$ cat config.mk
export PLATFORM = sky130hd
export DESIGN_NAME = mbq_cell
export DESIGN_NICKNAME = d
export VERILOG_FILES = /design/src/sv/mbq_pkg.sv /design/src/sv/mbq_cell.sv
export SDC_FILE = /design/constraint.sdc
export NUM_CORES = 2
export LEC_CHECK = 0
export ABC_AREA = 1
export BUFFER_PORTS_ARGS = -buffer_cell sky130_fd_sc_hd__buf_2
export CAP_MARGIN = 10
export CORE_MARGIN = 2
export CORE_UTILIZATION = 40
export CTS_CLUSTER_DIAMETER = 120
export DETAILED_ROUTE_END_ITERATION = 12
export GPL_TIMING_DRIVEN = 0
export PLACE_DENSITY_LB_ADDON = 0.3
export REMOVE_ABC_BUFFERS = 1
export SKIP_CTS_REPAIR_TIMING = 1
export SLEW_MARGIN = 20
export SYNTH_ARGS = -nofsm -noshare
export SYNTH_HDL_FRONTEND = slang
export SYNTH_SLANG_ARGS = --single-unit
$ cat constraint.sdc
create_clock -name clk -period 21.4 [get_ports clk]
set_input_delay 5.35 -clock clk [delete_from_list [all_inputs] [get_ports clk]]
set_output_delay 5.35 -clock clk [all_outputs]
set_load 0.03 [all_outputs]
$ cat src/sv/mbq_pkg.sv
package mbq_pkg;

  localparam int CHANNELS_DEF    = 32;
  localparam int SECTIONS_DEF    = 4;
  localparam int SAMPLE_BITS_DEF = 16;
  localparam int TERMS           = 6;
  localparam int COEF_W          = 24;
  localparam int CH_W            = 5;
  localparam int IDX_W           = 5;
  localparam int NS_W            = 3;
  localparam int SAMPLE_W        = SAMPLE_BITS_DEF;

  // Request kinds on the input channel.
  localparam logic REQ_SAMPLE = 1'b0;
  localparam logic REQ_COEF   = 1'b1;

  // Coefficient term codes within one section.
  localparam logic [2:0] TERM_B0   = 3'd0;
  localparam logic [2:0] TERM_B1   = 3'd1;
  localparam logic [2:0] TERM_B2   = 3'd2;
  localparam logic [2:0] TERM_A1   = 3'd3;
  localparam logic [2:0] TERM_A2   = 3'd4;
  localparam logic [2:0] TERM_GAIN = 3'd5;

  // Token handed from cell to cell along the cascade.
  typedef struct packed {
    logic                       valid;
    logic [CH_W-1:0]            channel;
    logic signed [SAMPLE_W-1:0] x;
    logic                       clip;
    logic [NS_W:0]              left;
  } tok_t;

  // Coefficient write broadcast to the cells.
  typedef struct packed {
    logic                     we;
    logic [IDX_W-1:0]         idx;
    logic signed [COEF_W-1:0] value;
  } cwr_t;

endpackage

$ cat src/sv/mbq_cell.sv
module mbq_cell #(
  parameter int CHANNELS    = mbq_pkg::CHANNELS_DEF,
  parameter int SECTION     = 0
) (
  input  logic          clk,
  input  logic          rst,
  input  mbq_pkg::cwr_t cwr,
  input  mbq_pkg::tok_t tok_in,
  output mbq_pkg::tok_t tok_out
);

  localparam int CA_W = (CHANNELS > 1) ? $clog2(CHANNELS) : 1;
  localparam int SW   = mbq_pkg::SAMPLE_W;
  localparam int CW   = mbq_pkg::COEF_W;
  localparam logic signed [63:0] HI = (64'sd1 <<< (mbq_pkg::SAMPLE_BITS_DEF-1)) - 64'sd1;
  localparam logic signed [63:0] LO = -HI - 64'sd1;

  typedef enum logic [5:0] {
    ST_IDLE = 6'b000001, ST_RD  = 6'b000010, ST_MAC = 6'b000100,
    ST_GAIN = 6'b001000, ST_FB  = 6'b010000, ST_OUT = 6'b100000
  } st_t;

  // This section's six coefficient words.
  logic signed [CW-1:0] coef [mbq_pkg::TERMS];

  always_ff @(posedge clk) begin
    if (rst) begin
      for (int i = 0; i < mbq_pkg::TERMS; i++) coef[i] <= '0;
    end else if (cwr.we) begin
      for (int i = 0; i < mbq_pkg::TERMS; i++)
        if (int'(cwr.idx) == SECTION * mbq_pkg::TERMS + i) coef[i] <= cwr.value;
    end
  end

  // Per-channel history (x1, x2, y1, y2) packed in one word; per-channel valid bits stand in for reset.
  logic [4*SW-1:0] hist_mem [CHANNELS];
  logic [CHANNELS-1:0] hvalid;
  logic [4*SW-1:0] hist_rd;
  logic            hist_ok;
  logic [CA_W-1:0] ch_idx;

  st_t  state;
  mbq_pkg::tok_t cur;
  logic [2:0] step;
  logic signed [63:0] acc, n;
  logic signed [63:0] prod;
  logic signed [CW-1:0] mc;
  logic signed [31:0] md;
  logic signed [CW+31:0] mul;
  logic signed [SW-1:0] x1, x2, y1, y2;
  logic signed [63:0] r;
  logic signed [SW-1:0] rsat;
  logic rclip;

  assign ch_idx = CA_W'(cur.channel);

  assign x1 = hist_ok ? hist_rd[SW-1:0]      : '0;
  assign x2 = hist_ok ? hist_rd[2*SW-1:SW]   : '0;
  assign y1 = hist_ok ? hist_rd[3*SW-1:2*SW] : '0;
  assign y2 = hist_ok ? hist_rd[4*SW-1:3*SW] : '0;

  // One shared multiplier: operands chosen by step. The numerator after the
  // shift by 9 always fits 32 signed bits, so a 24 by 32 product suffices.
  always_comb begin
    mc = coef[0];
    md = 32'(cur.x);
    unique case (step)
      3'd0: begin mc = coef[mbq_pkg::TERM_B0]; md = 32'(cur.x); end
      3'd1: begin mc = coef[mbq_pkg::TERM_B1]; md = 32'(x1); end
      3'd2: begin mc = coef[mbq_pkg::TERM_B2]; md = 32'(x2); end
      3'd3: begin mc = coef[mbq_pkg::TERM_GAIN]; md = n[31:0]; end
      3'd4: begin mc = coef[mbq_pkg::TERM_A1]; md = 32'(y1); end
      3'd5: begin mc = coef[mbq_pkg::TERM_A2]; md = 32'(y2); end
      default: begin mc = coef[0]; md = 32'(cur.x); end
    endcase
  end

  assign mul = mc * md;

  // Rounding and saturation of the finished sum.
  always_comb begin
    r = (acc + (64'sd1 <<< 32)) >>> 33;
    rclip = 1'b0;
    rsat = r[SW-1:0];
    if (r > HI) begin rsat = HI[SW-1:0]; rclip = 1'b1; end
    else if (r < LO) begin rsat = LO[SW-1:0]; rclip = 1'b1; end
  end

  always_ff @(posedge clk) begin
    if (state == ST_RD) begin
      hist_rd <= hist_mem[ch_idx];
      hist_ok <= hvalid[ch_idx];
    end
    if (state == ST_OUT)
      hist_mem[ch_idx] <= {y1, rsat, x1, cur.x};
  end

  always_ff @(posedge clk) begin
    if (rst) begin
      state <= ST_IDLE;
      hvalid <= '0;
      tok_out <= '0;
      step <= '0;
    end else begin
      unique case (state)
        ST_IDLE: begin
          if (tok_in.valid && tok_in.left == '0) begin
            tok_out <= tok_in;
          end else begin
            tok_out.valid <= 1'b0;
            if (tok_in.valid) begin cur <= tok_in; state <= ST_RD; end
          end
        end
        ST_RD: begin
          tok_out.valid <= 1'b0;
          step <= 3'd0;
          acc <= '0;
          state <= ST_MAC;
        end
        ST_MAC: begin
          tok_out.valid <= 1'b0;
          prod <= 64'(mul);
          if (step != 3'd0) acc <= acc + prod;
          if (step == 3'd2) state <= ST_GAIN;
          step <= step + 3'd1;
        end
        ST_GAIN: begin
          // Last numerator product lands; form the Q.12 value.
          tok_out.valid <= 1'b0;
          n <= (acc + prod) >>> 9;
          step <= 3'd3;
          state <= ST_FB;
          acc <= '0;
        end
        ST_FB: begin
          tok_out.valid <= 1'b0;
          prod <= 64'(mul);
          if (step == 3'd4) acc <= prod;
          else if (step != 3'd3) acc <= acc - (prod <<< 12);
          if (step == 3'd6) state <= ST_OUT;
          step <= step + 3'd1;
        end
        ST_OUT: begin
          hvalid[ch_idx] <= 1'b1;
          tok_out.valid <= 1'b1;
          tok_out.channel <= cur.channel;
          tok_out.x <= rsat;
          tok_out.clip <= cur.clip | rclip;
          tok_out.left <= cur.left - 1'b1;
          state <= ST_IDLE;
        end
        default: begin
          tok_out.valid <= 1'b0;
          state <= ST_IDLE;
        end
      endcase
    end
  end

  ast_busy_no_token: assert property (@(posedge clk) disable iff (rst)
    (state != ST_IDLE) |-> !tok_in.valid) else $error("token into busy cell");
  ast_out_pulse: assert property (@(posedge clk) disable iff (rst)
    tok_out.valid |=> !tok_out.valid) else $error("token held two cycles");
  ast_out_follows: assert property (@(posedge clk) disable iff (rst)
    (state == ST_OUT) |=> tok_out.valid) else $error("finished token lost");

endmodule
==> out/metrics.cfg <==
[floorplan]
die_w_um=571.7
rows=208
initial_utilization=0.4017
coreArea_um2=320900
die_area_um2=326800
io_pins=86
fp.dieH_um=571.7

[global_routing]
track_usage=0.2612
antenna_found_initial=12
grt_pass1_wl_um=620200
grt_start_max_net_pins=101
grt_pass1_vias=89041
overflow=0

[detailed_routing]
wirelength_um=433200
first_pass_iters=6
routedWlPerCell_um=27.86
routed_via_density=5.778
drtAntennaViolNets=0
first_iter_violations=11388
vias=89846
route.detailed.drc=0

[timing]
period_minus_slack_ns=12.18
finalWorstSetupSlack_ns=9.219
fin_skew_ns=0.1751
slew_headroom=0.1630
layout_worst_path_cycle_share=0.5692
maxSlewViolCount=0
fmax_mhz=82.09
finalSetupViolCount=0
finalHoldViolations=0
rsz0062_at_grt=false
tightest_slew_ns=1.252

[cells_and_area]
fin_area_um2=149200
layout-drive-gt1-share=0.09101
nets=12162
areaGrowthSynthToFinish_pct=15.76
final_common_cell=edfxtp_1
final_cell_mix=edfxtp_1 (2435), nand2_1 (1524), inv_1 (1360), a22oi_1 (1044), nor2_1 (962)

[critical_path]
r2r_slack_ns=9.22
critPathKind=flip-flop to flip-flop
startpoint_type=flip-flop
cp_data_required_time_ns=22.07
crit_buf_inv=11
worstSetupPathDepth=33
crit_fanout=37
cp_common_cell=fa_1
cp_slowest_cell=fa_1
r2r_cells=33
critical_path.top_delay_family=adder cells
critPathMaxStageDelay_ns=0.94
cp-end-kind=flip-flop
worstPathArrival_ns=12.85

[synthesis]
yosysTopAreaCellShare=0.5673
syn_inst=10829
ys_warn_count=0
yosys-top-cells-area=edfxtp_1 (57%), fa_1 (12%), a22oi_1 (6.1%)
syn_area_um2=128900
ys_types=62
synth_edf_count=2435
synthArstFlopShare=0
synth.avg_cell_area_um2=11.90
ys_seq_area_frac=0.5778
synth_top_cell_by_area=edfxtp_1
ys_ff_latch=2503
synthFlopType=edfxtp_1

[flow_run]
max_cap_violations=0

[clock_tree]
cts_buffers=248
cts_buffer_depth=4
clkSinkCount=2503
clk_latency_ns=0.99
cts_tree=done
cts_root_buffer=clkbuf_16
htree_num_levels=4
cts.reportedPaths.clkPinSlew_ns=0.07

[placed_design]
place_ws_ns=9.411
gp_congestion=0.9688
place_area_um2=140900
port_buffers=85
place_hpwl_um=306600

[min_path]
min_path_type=flip-flop to flip-flop
hold_depth=2

[status]
outcome=finished, final reports clean

-- worst min-delay path, stage by stage, from the launching register on --
cell	delay, ns
dfxtp_1	0.31
nand2_1	0.06
a21oi_1	0.05
-- kinds of logic after synthesis --
kind of cell,count (synthesis),synth area share
simple gates,3048,0.09695
flops,2503,0.5778
compound gates,2240,0.1139
buf+inv,1860,0.05481
fa+ha+maj,1056,0.1482
xor+xnor,122,0.008290
-- synthesized netlist by cell type (all sizes together) (82+ instances only) --
master,n
edfxtp,2435
nand2,1541
inv,1388
a22oi,1044
nor2,1010
fa,785
a21oi,731
clkbuf,374
ha,271
o21ai,213
nand3,184
buf,82
-- flip-flops by register name (all words and copies together), names as in the netlist --
register  cells
n            32
ch_idx        5
hist_ok       1
hist_mem   2048
coef        144
hvalid       32
tok_out      27
acc          64
step          3
prod         56
cur          21
state         6
hist_rd      64
-- layer usage --
layer  share of wire  vias to the layer above  GRT usage
met4           0.054                        4     0.1225
li1                -                    38346          -
met5        0.000051                        -          0
met1            0.40                    45740     0.3562
met2            0.45                     4843     0.4077
met3           0.093                      913    0.04396
-- path summary, 6_finish.rpt --
path,startpoint,to
min,tok_out[3],tok_out[3]
max,step[0],prod[51]
min reg2reg,tok_out[3],tok_out[3]
max reg2reg,step[0],prod[51]
-- stage by stage --
step                       TNS, ns  std cells  utilization  hold slack, ns
final                            0      15549       0.4650          0.4610
after global routing             0      15547       0.4650          0.4895
after CTS                        0      15540       0.4645          0.4627
after detailed placement         0      15096       0.4392          0.4519
after global placement           -      14763       0.4142          0.4483
after floorplan           -1613.12      10373            -          0.4412
-- final cells by class --
cell class	instances	area (um^2)
inverters	1404	5339
well taps	4305	5386
flip-flops and latches	2503	74480
repair buffers	424	7676
clock buffers	292	6391
multi-input cells	6466	48190
clock inverters	152	1743
diodes	3	7.507
fillers	28162	171700
Power is left out: the tool's default activity adds up to more than one toggle a clock period on the data nets, which glitch-free logic cannot reach.
